<file path="config.mk">
export PLATFORM = sky130hd
export DESIGN_NAME = rgb_to_hsl_converter
export DESIGN_NICKNAME = d
export VERILOG_FILES = /design/src/sv/rgbhsl_pkg.sv /design/src/sv/rgbhsl_div.sv /design/src/sv/rgb_to_hsl_converter.sv
export SDC_FILE = /design/constraint.sdc
export NUM_CORES = 1
export LEC_CHECK = 0
export ABC_CLOCK_PERIOD_IN_PS = 10780
export CORE_MARGIN = 8
export CORE_UTILIZATION = 50
export CTS_CLUSTER_DIAMETER = 30
export DETAILED_ROUTE_END_ITERATION = 7
export DONT_BUFFER_PORTS = 1
export HOLD_SLACK_MARGIN = 0.08
export PLACE_DENSITY = 0.68
export SYNTH_ARGS = -nofsm -noshare
export SYNTH_HDL_FRONTEND = slang
export SYNTH_SLANG_ARGS = --single-unit
</file>
<file path="constraint.sdc">
create_clock -name clk -period 10.78 [get_ports clk]
set_clock_uncertainty 0.2 [all_clocks]
set_input_delay 0 -clock clk [delete_from_list [all_inputs] [get_ports clk]]
set_output_delay 0 -clock clk [all_outputs]
set_load 0.01 [all_outputs]
</file>
<file path="src/sv/rgbhsl_pkg.sv">
// Shared types and constants for the RGB to HSL converter.
package rgbhsl_pkg;

	// pipeline shape
	localparam int NUM_STAGES = 6;
	localparam int DIV_STAGES = 4;

	// divider widths: dividend, divisor, quotient
	localparam int DIV_NUM_W = 23;
	localparam int DIV_DEN_W = 8;
	localparam int DIV_QUO_W = 16;

	// hue sector bases and full turn, degrees times 64
	localparam logic [14:0] HUE_RED   = 15'd0;
	localparam logic [14:0] HUE_GREEN = 15'd7680;
	localparam logic [14:0] HUE_BLUE  = 15'd15360;
	localparam logic [14:0] HUE_FULL  = 15'd23040;

	// which channel holds the maximum
	typedef enum logic [1:0] {
		SECT_RED,
		SECT_GREEN,
		SECT_BLUE
	} sector_t;

endpackage

</file>
<file path="src/sv/rgbhsl_div.sv">
// Four-stage restoring divider, four quotient bits per stage.
module rgbhsl_div (
	input  logic                               clk,
	input  logic [rgbhsl_pkg::DIV_STAGES-1:0]  en,
	input  logic [rgbhsl_pkg::DIV_NUM_W-1:0]   num,
	input  logic [rgbhsl_pkg::DIV_DEN_W-1:0]   den,
	output logic [rgbhsl_pkg::DIV_QUO_W-1:0]   quo
);
	import rgbhsl_pkg::*;

	// four dependent compare/subtract steps; returns {remainder, quotient bits}
	function automatic logic [11:0] div_step4(input logic [7:0] rem_in,
			input logic [3:0] bits, input logic [7:0] dv);
		logic [8:0] part;
		logic [7:0] rem;
		logic [3:0] q;
		rem = rem_in;
		q = 4'd0;
		for (int i = 3; i >= 0; i--) begin
			part = {rem, bits[i]};
			if (part >= {1'b0, dv}) begin
				part = part - {1'b0, dv};
				q[i] = 1'b1;
			end
			rem = part[7:0];
		end
		return {rem, q};
	endfunction

	logic [7:0]  rem_s1, rem_s2, rem_s3;
	logic [11:0] lo_s1;
	logic [7:0]  lo_s2;
	logic [3:0]  lo_s3;
	logic [7:0]  den_s1, den_s2, den_s3;
	logic [3:0]  q_s1;
	logic [7:0]  q_s2;
	logic [11:0] q_s3;
	logic [15:0] q_s4;

	logic [11:0] st1, st2, st3, st4;

	// top dividend bits seed the remainder; quotient fits 16 bits by range
	assign st1 = div_step4({1'b0, num[22:16]}, num[15:12], den);
	assign st2 = div_step4(rem_s1, lo_s1[11:8], den_s1);
	assign st3 = div_step4(rem_s2, lo_s2[7:4], den_s2);
	assign st4 = div_step4(rem_s3, lo_s3, den_s3);

	always_ff @(posedge clk) begin
		if (en[0]) begin
			rem_s1 <= st1[11:4];
			q_s1   <= st1[3:0];
			lo_s1  <= num[11:0];
			den_s1 <= den;
		end
		if (en[1]) begin
			rem_s2 <= st2[11:4];
			q_s2   <= {q_s1, st2[3:0]};
			lo_s2  <= lo_s1[7:0];
			den_s2 <= den_s1;
		end
		if (en[2]) begin
			rem_s3 <= st3[11:4];
			q_s3   <= {q_s2, st3[3:0]};
			lo_s3  <= lo_s2[3:0];
			den_s3 <= den_s2;
		end
		if (en[3]) begin
			q_s4 <= {q_s3, st4[3:0]};
		end
	end

	assign quo = q_s4;

endmodule

</file>
<file path="src/sv/rgb_to_hsl_converter.sv">
// Top level: pipelined 8-bit RGB to fixed-point HSL converter.
//
//  channel | direction | handshake          | word
//  --------+-----------+--------------------+-------------------------------
//  in      | sink      | in_valid/in_ready  | red, green, blue (8b each)
//  out     | source    | out_valid/out_ready| hue (15b), saturation, luminance
//
// One pixel per clock through six register stages while the output is not
// stalled; out_valid rises when the accepted word reaches stage 6.
// Stage 1 sorts channels and forms dividends, stages 2-5 run the two
// 4-bit-per-stage dividers, stage 6 adds the hue sector base.
// Reset clears only the stage valid bits.
// Each stage holds when the one after it is full and stalled; bubbles
// collapse, so in_ready stays high while any stage is empty.
module rgb_to_hsl_converter (
	input  logic        clk,
	input  logic        arst_n,
	input  logic        in_valid,
	output logic        in_ready,
	input  logic [7:0]  red,
	input  logic [7:0]  green,
	input  logic [7:0]  blue,
	output logic        out_valid,
	input  logic        out_ready,
	output logic [14:0] hue,
	output logic [15:0] saturation,
	output logic [15:0] luminance
);
	import rgbhsl_pkg::*;

	logic [NUM_STAGES-1:0] vld_q;
	logic [NUM_STAGES-1:0] adv;

	// stage advance: load when empty or when the next stage moves
	always_comb begin
		adv[NUM_STAGES-1] = !vld_q[NUM_STAGES-1] || out_ready;
		for (int k = NUM_STAGES - 2; k >= 0; k--) begin
			adv[k] = !vld_q[k] || adv[k+1];
		end
	end

	always_ff @(posedge clk or negedge arst_n) begin
		if (!arst_n) begin
			vld_q <= '0;
		end else begin
			if (adv[0]) vld_q[0] <= in_valid;
			for (int k = 1; k < NUM_STAGES; k++) begin
				if (adv[k]) vld_q[k] <= vld_q[k-1];
			end
		end
	end

	assign in_ready  = adv[0];
	assign out_valid = vld_q[NUM_STAGES-1];

	// stage 1: max/min, sector, hue difference, saturation divisor
	logic [7:0]  mx, mn, dd, mag, sden;
	logic [8:0]  sum, diff, mag9, slo9;
	logic [11:0] hnum;
	logic        neg;
	sector_t     sect;

	always_comb begin
		mx = red;
		if (green > mx) mx = green;
		if (blue > mx) mx = blue;
		mn = red;
		if (green < mn) mn = green;
		if (blue < mn) mn = blue;
		sum = {1'b0, mx} + {1'b0, mn};
		dd  = mx - mn;
		// ties resolve red, then green, then blue
		if (mx == red) begin
			sect = SECT_RED;
			diff = {1'b0, green} - {1'b0, blue};
		end else if (mx == green) begin
			sect = SECT_GREEN;
			diff = {1'b0, blue} - {1'b0, red};
		end else begin
			sect = SECT_BLUE;
			diff = {1'b0, red} - {1'b0, green};
		end
		neg  = diff[8];
		mag9 = neg ? (9'd0 - diff) : diff;
		mag  = mag9[7:0];
		// 3840*mag = (15*mag) << 8
		hnum = {mag, 4'b0} - {4'b0, mag};
		slo9 = 9'd510 - sum;
		sden = (sum <= 9'd255) ? sum[7:0] : slo9[7:0];
	end

	logic        grey_s1, neg_s1;
	sector_t     sect_s1;
	logic [7:0]  d_s1, sden_s1;
	logic [11:0] hnum_s1;
	logic [8:0]  sum_s1;

	always_ff @(posedge clk) begin
		if (adv[0]) begin
			grey_s1 <= (dd == 8'd0);
			neg_s1  <= neg;
			sect_s1 <= sect;
			d_s1    <= dd;
			sden_s1 <= sden;
			hnum_s1 <= hnum;
			sum_s1  <= sum;
		end
	end

	// stages 2-5: saturation and hue quotients
	logic [DIV_QUO_W-1:0] sat_quo, hue_quo;

	rgbhsl_div u_sat_div (
		.clk (clk),
		.en  (adv[DIV_STAGES:1]),
		.num ({d_s1, 15'b0}),
		.den (sden_s1),
		.quo (sat_quo)
	);

	rgbhsl_div u_hue_div (
		.clk (clk),
		.en  (adv[DIV_STAGES:1]),
		.num ({3'b0, hnum_s1, 8'b0}),
		.den (d_s1),
		.quo (hue_quo)
	);

	// luminance: sum*32768/510 = 64*sum + floor(64*sum/255)
	logic [14:0] ly;
	logic [15:0] lt, lum;

	always_comb begin
		ly  = {sum_s1, 6'b0};
		lt  = {1'b0, ly} + {9'b0, ly[14:8]} + 16'd1;
		lum = {1'b0, ly} + {8'b0, lt[15:8]};
	end

	// side data riding along with the dividers
	logic        grey_s2, grey_s3, grey_s4, grey_s5;
	logic        neg_s2, neg_s3, neg_s4, neg_s5;
	sector_t     sect_s2, sect_s3, sect_s4, sect_s5;
	logic [15:0] lum_s2, lum_s3, lum_s4, lum_s5;

	always_ff @(posedge clk) begin
		if (adv[1]) begin
			grey_s2 <= grey_s1;
			neg_s2  <= neg_s1;
			sect_s2 <= sect_s1;
			lum_s2  <= lum;
		end
		if (adv[2]) begin
			grey_s3 <= grey_s2;
			neg_s3  <= neg_s2;
			sect_s3 <= sect_s2;
			lum_s3  <= lum_s2;
		end
		if (adv[3]) begin
			grey_s4 <= grey_s3;
			neg_s4  <= neg_s3;
			sect_s4 <= sect_s3;
			lum_s4  <= lum_s3;
		end
		if (adv[4]) begin
			grey_s5 <= grey_s4;
			neg_s5  <= neg_s4;
			sect_s5 <= sect_s4;
			lum_s5  <= lum_s4;
		end
	end

	// stage 6: sector base plus signed quotient, wrap negatives
	logic [14:0] q15, base, hsum;

	always_comb begin
		q15 = {3'b0, hue_quo[11:0]};
		case (sect_s5)
			SECT_RED:   base = HUE_RED;
			SECT_GREEN: base = HUE_GREEN;
			SECT_BLUE:  base = HUE_BLUE;
			default:    base = HUE_RED;
		endcase
		if (!neg_s5) begin
			hsum = base + q15;
		end else if (sect_s5 == SECT_RED) begin
			hsum = (q15 == 15'd0) ? 15'd0 : HUE_FULL - q15;
		end else begin
			hsum = base - q15;
		end
	end

	logic [14:0] hue_s6;
	logic [15:0] sat_s6, lum_s6;

	always_ff @(posedge clk) begin
		if (adv[5]) begin
			hue_s6 <= grey_s5 ? 15'd0 : hsum;
			sat_s6 <= grey_s5 ? 16'd0 : sat_quo;
			lum_s6 <= lum_s5;
		end
	end

	assign hue        = hue_s6;
	assign saturation = sat_s6;
	assign luminance  = lum_s6;

endmodule

</file>
==> results of run 1 <==
-- critical path: cells and delay by family, from the launching register on --
kind / cells / cell delay, ps
compound gates: 28 / 5060
fa+ha+maj: 4 / 1250
buf+inv: 4 / 580
flops: 1 / 480
mux: 4 / 1350
simple gates: 5 / 950
-- worst paths after layout --
check | start | endpoint | depth (start not counted)
max reg2reg | u_sat_div.den_s1[1]$_DFFE_PP_ | u_sat_div.rem_s2[7]$_DFFE_PP_ | 45
min in group asynchronous | arst_n | vld_q[5]$_DFFE_PN0P_ | 3
min | green[7] | neg_s1$_DFFE_PP_ | 3
max | u_sat_div.den_s1[1]$_DFFE_PP_ | u_sat_div.rem_s2[7]$_DFFE_PP_ | 45
max in group asynchronous | arst_n | vld_q[4]$_DFFE_PN0P_ | 3
min reg2reg | neg_s2$_DFFE_PP_ | neg_s3$_DFFE_PP_ | 0
-- sequential cells by signal (all words and copies together) (netlist names), 12 cells and up --
signal and flops:
hnum_s1 12, u_sat_div.quo 16, luminance 16, u_sat_div.q_s3 12, lum_s3 16, u_hue_div.quo 12, lum_s5 16, hue 15
saturation 16, lum_s2 16, lum_s4 16
-- cell families (layout without fill, tap and decap cells) --
| kind of cell | Yosys count | after routing | share of synthesized area [%] |
|---|---|---|---|
| AO/OA/AOI/OAI | 637 | 637 | 15.9 |
| adder cells (fa/ha/maj) | 335 | 335 | 16.4 |
| buffers and inverters | 325 | 471 | 4.68 |
| multiplexers | 152 | 152 | 6.41 |
| flip-flops | 333 | 333 | 37.5 |
| XOR/XNOR | 210 | 210 | 6.97 |
| AND/OR/NAND/NOR | 647 | 647 | 12.1 |
-- synthesized netlist by cell type (23+ instances only) --
cell type / instances / area, µm²
sky130_fd_sc_hd__a21boi_0: 26 / 195
sky130_fd_sc_hd__a21o_1: 64 / 480
sky130_fd_sc_hd__a21oi_1: 169 / 846
sky130_fd_sc_hd__a31oi_1: 23 / 144
sky130_fd_sc_hd__and3_1: 33 / 206
sky130_fd_sc_hd__clkbuf_1: 34 / 128
sky130_fd_sc_hd__edfxtp_1: 327 / 9820
sky130_fd_sc_hd__ha_1: 313 / 3920
sky130_fd_sc_hd__inv_1: 273 / 1020
sky130_fd_sc_hd__mux2_2: 106 / 1190
sky130_fd_sc_hd__mux2i_1: 37 / 370
sky130_fd_sc_hd__nand2_1: 124 / 465
sky130_fd_sc_hd__nand2b_1: 41 / 257
sky130_fd_sc_hd__nand3_1: 39 / 195
sky130_fd_sc_hd__nand4_1: 34 / 213
sky130_fd_sc_hd__nor2_1: 213 / 800
sky130_fd_sc_hd__nor2b_1: 63 / 394
sky130_fd_sc_hd__nor3_1: 23 / 115
sky130_fd_sc_hd__o21a_1: 38 / 285
sky130_fd_sc_hd__o21ai_0: 145 / 726
sky130_fd_sc_hd__o31ai_1: 23 / 173
sky130_fd_sc_hd__xnor2_1: 124 / 1090
sky130_fd_sc_hd__xor2_1: 84 / 736
-- metrics by stage --
stage	hold slack, ps	instances	util (%)	setup TNS, ps	cell area (µm²)
floorplan	-496	2639	-	0	26600
global placement	-495	3315	52.4	0	27500
detailed placement	-495	3315	52.4	0	27500
CTS	82.9	3467	57.1	0	30000
global route	125	3473	57.3	-116	30100
finish	125	3473	57.3	0	30100
-- metal layers --
metal  track usage, %  up-vias  routed length, µm
li1                 -     9784                  -
met1             25.7     9516              27800
met2             34.2      550              29700
met3             2.79      112               3100
met4             7.67        0               1820
met5                0        -                  0
-- timing repair --
item	4_1_cts	5_1_grt
gates resized for setup	0	39
hold endpoints to repair	27	0
setup endpoints to repair	0	50
buffers inserted	0	6
hold buffers	32	0
-- final cells by class --
cell class	count	area (µm²)
fill	4411	22400
multi-input combinational	1981	15500
sequential	333	9970
clock buffer	79	1740
inverter	281	1060
tap	688	861
timing repair buffer	70	606
clock inverter	41	398
-- cells in the final DEF, fill, tap and decap left out, drive strengths merged, types with 9 or more instances in the layout --
| cell | instances |
|---|---|
| edfxtp | 327 |
| ha | 313 |
| inv | 287 |
| nor2 | 214 |
| a21oi | 169 |
| o21ai | 162 |
| xnor2 | 124 |
| nand2 | 124 |
| mux2 | 113 |
| xor2 | 86 |
| clkbuf | 79 |
| a21o | 64 |
| nor2b | 64 |
| nand2b | 41 |
| nand3 | 39 |
| mux2i | 39 |
| o21a | 38 |
| buf | 38 |
| a21boi | 37 |
| nand4 | 34 |
| and3 | 34 |
| dlygate4sd3 | 32 |
| o31ai | 25 |
| a31oi | 24 |
| nor3 | 24 |
| clkinv | 24 |
| o21bai | 22 |
| fa | 22 |
| and2 | 14 |
| or2 | 12 |
| a221oi | 11 |
| and4 | 10 |
| o221ai | 9 |
==> implementation parameters, run 1 <==
Parameter                              Value

Outcome
  Outcome ... finished, final reports clean

Floorplanning
  Die Y-Extent ... 247 µm
  Row Count ... between 80 and 90
  Area of the core ... between 50,000 and 60,000 µm²
  Starting utilization of the core area ... 50.6%
  Die W ... 247 µm
  Die Footprint ... 60,800 µm²
  # IOs ... just under 80

Synth
  Flop and latch count out of synthesis ... 333
  Number of synthesis warnings ... 0
  Number of flops mapped to enable cells by yosys ... 327
  Synthesized instance count ... 2,639
  Synth unique cells ... 98
  Portion of the post-synthesis area used by sequential elements ... 37.5%
  Synth Flop Type ... sky130_fd_sc_hd__edfxtp_1
  Combined area of all synthesized cells ... 26,600 µm²
  Avg Inst Size Synth ... slightly above 10 µm²
  Share of async-settable or async-resettable flops after synthesis ... 1.80%
  Synth Net Count ... 3,002

Placed design
  Final weighted congestion of routability-driven global placement ... a little over 0.9
  Pre-CTS setup slack ... 143 ps
  Post-DP HPWL ... 47,600 µm
  Count of input and output buffers ... 0

Timing
  Actual transition at the worst max-transition pin ... ~1000 ps
  Final critical-path required period ... 10,140 ps
  Max-slew violations ... 0
  Relative slew slack ... between 30% and 40%
  Setup ws final ... 637 ps
  Final hold violations ... 0
  Highest Clock Rate ... 98.6 MHz
  Number of endpoints failing setup at the final stage ... 0
  Period utilisation layout ... 94.1%

Final layout
  Net count reported at finish ... about 3,100
  Synth-to-Final Area Change ... 13.3%
  Final antenna diode count ... 0
  Share of layout cells above drive strength 1 ... 12.2%

Flow run
  Reported max-cap violation count ... 0

Critical path
  Startpoint type of the worst setup path ... flip-flop
  Path type of the worst setup path ... flip-flop to flip-flop
  Highest net fanout along the worst path ... 8
  Arrival time of data at the critical path endpoint ... about 10,000 ps
  Required time at the worst-slack endpoint ... 10,880 ps
  Register-to-Register Setup Slack ... around 640 ps
  Crit path largest cell delay ... between 400 and 500 ps
  Library cell contributing the largest single delay on the critical path ... sky130_fd_sc_hd__edfxtp_1
  Most common cell type on the critical path ... sky130_fd_sc_hd__o21ai_0
  Endpoint class of the critical path ... flip-flop

Global routing
  Global-route wire length before repair ... 101,000 µm
  Antenna violations before repair ... 0
  Global Route Usage Sum ... 20.1%
  Maximum number of pins on one net before global-route repair ... 74
  Global route total overflow ... 0
  Via count of the first global-routing pass ... between 20,000 and 25,000

Clocking
  # H-tree levels ... 3
  TritonCTS clock tree ... yes
  TritonCTS Buffers ... 67
  Insertion delay to the later sink of the worst-skew pair ... 560 ps
  Largest buffer count on any clock path ... 3
  Clock net sink count ... roughly 330
  Register clock-pin slew on the reported worst setup and hold paths ... about 40 ps
  Buffer cell driving the clock tree root ... sky130_fd_sc_hd__clkbuf_16

Routing
  TritonRoute pass-1 iters ... 5
  Sum of routed wire length over all layers ... roughly 62,000 µm
  Number of routed nets with antenna violations ... 0
  Total via count in the routed design ... 20,000
  Routed wire length per instance ... 18.0 µm
  Number of remaining DRC errors ... 0
  DR vias/cell ... 5.75
  Initial drt markers ... ~1,300

Min path
  Hold crit path type ... primary input to flip-flop
Power of run 1 is not shown: default switching activity piles up to over one toggle a cycle in this logic, so the estimate is an artifact.
==> inputs of run 2 (changes only) <==
Settings changed: CAP_MARGIN set to 20, CORE_MARGIN 8 to 10.
==> implementation parameters, run 2 (synthesis results as in run 1) <==
Parameter                              Value

Final layout
  Layout filler cell count ... between 4,000 and 5,000
  Multi-input combinational cell area ... 15,500 µm²
  Sequential cell area ... approximately 10000 µm²
  Final antenna diode count ... 0
  Highest-count cells in the layout ignoring fill and taps ... sky130_fd_sc_hd__edfxtp_1 (327), sky130_fd_sc_hd__ha_1 (313), sky130_fd_sc_hd__inv_1 (268)
  Share of layout cells above drive strength 1 ... 12.7%
  Leading cell type in the layout, fill and taps excluded ... sky130_fd_sc_hd__edfxtp_1
  Synth-to-Final Area Change ... 14.1%
  Net count reported at finish ... 3,103

Critical path
  Required time at the worst-slack endpoint ... 10,910 ps
  Arrival time of data at the critical path endpoint ... 10,120 ps
  Capture point of the worst path ... u_sat_div.rem_s1[4]$_DFFE_PP_
  Path type of the worst setup path ... flip-flop to flip-flop
  Register-to-Register Setup Slack ... 790 ps
  Endpoint class of the critical path ... flip-flop
  Crit path largest cell delay ... 490 ps
  Worst R2R End ... u_sat_div.rem_s1[4]$_DFFE_PP_
  Startpoint type of the worst setup path ... flip-flop
  Depth of the worst register-to-register path ... 44
  Library cell contributing the largest single delay on the critical path ... sky130_fd_sc_hd__or4b_1
  Most common cell type on the critical path ... sky130_fd_sc_hd__o21ai_0
  Highest net fanout along the worst path ... 20
  Reg2Reg Launch Point ... d_s1[0]$_DFFE_PP_
  Worst setup path start ... d_s1[0]$_DFFE_PP_

Timing
  Setup repair after global routing missed its margin ... yes
  Relative slew slack ... 32.0%
  Period utilisation layout ... 92.7%
  Final hold violations ... 0
  Final critical-path required period ... approximately 10000 ps
  Final Hold Slack ... 85.0 ps
  Max-slew violations ... 0
  Number of endpoints failing setup at the final stage ... 0
  Actual transition at the worst max-transition pin ... 1020 ps
  Total negative slack for setup checks ... 0 ps
  Highest Clock Rate ... 100 MHz

Routing
  Number of remaining DRC errors ... 0
  Initial drt markers ... 1,121
  TritonRoute pass-1 iters ... 5
  Routed wire length per instance ... 17.9 µm
  DR vias/cell ... 5.71
  Sum of routed wire length over all layers ... 62,400 µm
  Number of routed nets with antenna violations ... 0
  Total via count in the routed design ... 19,900

Outcome
  Outcome ... finished, final reports clean

Global routing
  Via count of the first global-routing pass ... about 20,000
  Antenna violations before repair ... 0
  Global route total overflow ... 0
  Global-route wire length before repair ... slightly above 100,000 µm
  Maximum number of pins on one net before global-route repair ... 74
  Global Route Usage Sum ... ~19%

Clocking
  TritonCTS clock tree ... yes
  Register clock-pin slew on the reported worst setup and hold paths ... 50 ps
  # H-tree levels ... 3
  Insertion delay to the later sink of the worst-skew pair ... 590 ps
  Largest buffer count on any clock path ... 3
  Buffer cell driving the clock tree root ... sky130_fd_sc_hd__clkbuf_16
  TritonCTS Buffers ... 71
  Clock net sink count ... 333

Floorplanning
  Die W ... 251 µm
  Die Y-Extent ... 251 µm
  Starting utilization of the core area ... 50.5%
  Area of the core ... 52,700 µm²
  Row Count ... 84
  # IOs ... 77
  Die Footprint ... roughly 63,000 µm²

Min path
  Hold crit path type ... primary input to flip-flop

Placed design
  Count of input and output buffers ... 0
  Final weighted congestion of routability-driven global placement ... 0.931
  Post-DP HPWL ... 47,800 µm

Flow run
  Reported max-cap violation count ... 0
==> run 2: cell count changes in the layout (fill, tap and decap cells not counted), sizes merged <==
cell	previous run	this run
clkinvlp	6	5
bufinv	5	6
inv	287	292
clkinv	24	26
dlygate4sd3	32	35
buf	38	37
==> run 2: area by class of cell <==
class / count / area share [%]
inverters: 281 / 3.48
multi-input cells: 1981 / 51.0
clock inverters: 48 / 1.66
flip-flops and latches: 333 / 32.9
repair buffers: 72 / 2.07
clock buffers: 79 / 6.06
well taps: 688 / 2.84
==> run 2: worst min-delay path by stage <==
stage	startpoint	to	slack, ps	cells after the start
3_3_place_gp	arst_n	vld_q[5]$_DFFE_PN0P_	-500	0
3_5_place_dp	arst_n	vld_q[5]$_DFFE_PN0P_	-500	0
6_report	blue[1]	d_s1[1]$_DFFE_PP_	80	4
4_1_cts	red[2]	sum_s1[2]$_DFFE_PP_	80	4
2_1_floorplan	arst_n	vld_q[0]$_DFFE_PN0P_	-500	0
5_1_grt	green[3]	hnum_s1[0]$_DFFE_PP_	140	4
==> run 2: metal layers <==
layer	routed length, µm	vias up	GRT usage [%]
met5	0	-	0
li1	-	9826	-
met1	28000	9416	24.6
met2	29400	521	32.2
met4	1960	0	8.26
met3	3040	120	3.07
==> run 2: through the flow <==
stage | setup WS [ps] | instance area, µm² | instances | util (%)
3_3_place_gp | 567 | 27500 | 3312 | 52.2
6_report | 786 | 30300 | 3482 | 57.6
4_1_cts | 351 | 30200 | 3474 | 57.3
5_1_grt | -25.0 | 30300 | 3482 | 57.6
2_1_floorplan | 649 | 26600 | 2639 | -
3_5_place_dp | 399 | 27500 | 3312 | 52.2
==> run 2: repair_timing <==
item | 4_1_cts | 5_1_grt
endpoints found under the setup margin | 0 | 50
endpoints found under the hold margin | 33 | 0
setup buffers | 0 | 7
resized for setup | 0 | 42
hold buffers | 35 | 0
==> run 2: worst max-delay path, delay by kind of cell (launching register included) <==
family	cells	cell delay, ps
compound gates	26	4730
fa+ha+maj	5	1610
buf+inv	3	540
flops	1	360
mux	4	1070
simple gates	6	1190
Power of run 2 is left out for the same reason.
==> inputs of run 3 (changes only) <==
Settings changed: CORE_MARGIN 10 to not set.
==> implementation parameters, run 3 (synthesis results as in run 1) <==
Parameter                              Value

Critical path
  Arrival time of data at the critical path endpoint ... 10,320 ps
  Endpoint class of the critical path ... flip-flop
  Crit path largest cell delay ... around 430 ps
  Startpoint type of the worst setup path ... flip-flop
  Library cell contributing the largest single delay on the critical path ... sky130_fd_sc_hd__edfxtp_1
  Dominant delay contributor by cell family on the critical path ... compound AO/OA/AOI/OAI gates
  Depth of the worst register-to-register path ... between 50 and 60
  Path type of the worst setup path ... flip-flop to flip-flop
  Reg2Reg Launch Point ... u_hue_div.den_s1[1]$_DFFE_PP_
  Worst R2R End ... u_hue_div.rem_s2[1]$_DFFE_PP_
  Highest net fanout along the worst path ... 10
  Most common cell type on the critical path ... sky130_fd_sc_hd__o21ai_0
  Required time at the worst-slack endpoint ... 10,900 ps
  Register-to-Register Setup Slack ... between 500 and 600 ps
  Bufs and invs on worst path ... 7

Clocking
  TritonCTS Buffers ... 68
  Clock net sink count ... 333
  TritonCTS clock tree ... yes
  Insertion delay to the later sink of the worst-skew pair ... approximately 580 ps
  Register clock-pin slew on the reported worst setup and hold paths ... ~40 ps
  Buffer cell driving the clock tree root ... sky130_fd_sc_hd__clkbuf_16
  # H-tree levels ... 3
  Largest buffer count on any clock path ... 3

Timing
  Final critical-path required period ... 10,190 ps
  Final hold violations ... 0
  Relative slew slack ... a little under a third
  Max-slew violations ... 0
  Number of endpoints failing setup at the final stage ... 0
  Period utilisation layout ... between 90% and 100%
  Highest Clock Rate ... 98.1 MHz
  Actual transition at the worst max-transition pin ... 1020 ps
  Setup ws final ... 586 ps

Floorplanning
  # IOs ... 77
  Die W ... between 200 and 250 µm
  Area of the core ... roughly 53,000 µm²
  Die Y-Extent ... between 200 and 250 µm
  Die Footprint ... 54,100 µm²
  Row Count ... 84
  Starting utilization of the core area ... ~50%

Global routing
  Global Route Usage Sum ... 22.7%
  Via count of the first global-routing pass ... slightly below 20,000
  Maximum number of pins on one net before global-route repair ... 74
  Global-route wire length before repair ... about 98,000 µm
  Antenna violations before repair ... 0
  Global route total overflow ... 0

Placed design
  Final weighted congestion of routability-driven global placement ... 0.975
  Count of input and output buffers ... 0
  Post-DP HPWL ... 47,300 µm
  Pre-CTS setup slack ... 307 ps

Routing
  Total via count in the routed design ... roughly 20,000
  Initial drt markers ... 1,105
  TritonRoute pass-1 iters ... 5
  DR vias/cell ... 5.75
  Number of remaining DRC errors ... 0
  Sum of routed wire length over all layers ... 61,800 µm
  Number of routed nets with antenna violations ... 0
  Routed wire length per instance ... 17.8 µm

Min path
  Hold EP ... d_s1[1]$_DFFE_PP_
  Cells on Worst Hold Path ... 4
  Hold crit path type ... primary input to flip-flop
  Hold path start ... blue[1]

Flow run
  Reported max-cap violation count ... 0

Final layout
  Net count reported at finish ... 3,101
  Leading cell type in the layout, fill and taps excluded ... sky130_fd_sc_hd__edfxtp_1
  Share of layout cells above drive strength 1 ... 12.2%
  Final antenna diode count ... 0
  Synth-to-Final Area Change ... 13.7%
  Highest-count cells in the layout ignoring fill and taps ... sky130_fd_sc_hd__edfxtp_1 (327), sky130_fd_sc_hd__ha_1 (313), sky130_fd_sc_hd__inv_1 (268)

Outcome
  Outcome ... finished, final reports clean
[run 3: cell types whose count changed in the layout (fill, tap and decap cells not counted), sizes merged]
cell	previous run	this run
clkinvlp	5	4
bufinv	6	5
inv	292	285
clkbuf	79	81
dlygate4sd3	35	34
clkinv	26	27
buf	37	39
[run 3: per-layer routing]
metal | global-route usage, % | wire, µm
met2 | 38.9 | 29700
met4 | 8.76 | 1730
met1 | 28.6 | 27400
met5 | 0 | 0
met3 | 3.49 | 2920
[run 3: area by class of cell]
class | count | area, µm²
multi-input cells | 1981 | 15500
repair buffers | 73 | 649
clock inverters | 40 | 398
flip-flops and latches | 333 | 9970
inverters | 281 | 1060
clock buffers | 81 | 1820
well taps | 688 | 861
fillers | 4360 | 22300
[run 3: what timing repair did]
item,4_1_cts,5_1_grt
setup buffers,0,9
hold endpoints to repair,32,0
hold buffers,34,0
gates resized for setup,0,34
setup endpoints to repair,0,49
[run 3: stage by stage]
stage / area, µm² / hold slack (ps) / util (%) / std cells / TNS [ps]
finish: 30200 / 110 / 57.5 / 3477 / 0
global route: 30200 / 170 / 57.5 / 3477 / -15.5
CTS: 30100 / 82.9 / 57.2 / 3468 / 0
detailed placement: 27500 / -495 / 52.4 / 3313 / 0
global placement: 27500 / -495 / 52.3 / 3312 / 0
floorplan: 26600 / -496 / - / 2639 / 0
[run 3: how the worst max path moves through the flow]
stage / from / endpoint / slack (ps) / cells past startpoint
global route: u_hue_div.den_s1[1]$_DFFE_PP_ / u_hue_div.rem_s2[7]$_DFFE_PP_ / -7 / 52
global placement: u_hue_div.den_s2[1]$_DFFE_PP_ / u_hue_div.rem_s3[2]$_DFFE_PP_ / 650 / 44
finish: u_hue_div.den_s1[1]$_DFFE_PP_ / u_hue_div.rem_s2[1]$_DFFE_PP_ / 590 / 52
CTS: u_hue_div.den_s2[1]$_DFFE_PP_ / u_hue_div.rem_s3[2]$_DFFE_PP_ / 280 / 44
floorplan: u_hue_div.den_s1[1]$_DFFE_PP_ / u_hue_div.rem_s2[2]$_DFFE_PP_ / 650 / 50
detailed placement: u_hue_div.den_s2[1]$_DFFE_PP_ / u_hue_div.rem_s3[2]$_DFFE_PP_ / 310 / 44
[run 3: worst reg2reg max path: cells and delay by family (launching register included)]
kind | cells | cell delay (ps)
AO/OA/AOI/OAI | 30 | 5230
multiplexers | 4 | 1170
adder cells (fa/ha/maj) | 4 | 1100
buffers and inverters | 7 | 1030
AND/OR/NAND/NOR | 7 | 760
flip-flops | 1 | 430
Power of run 3 is left out for the same reason.
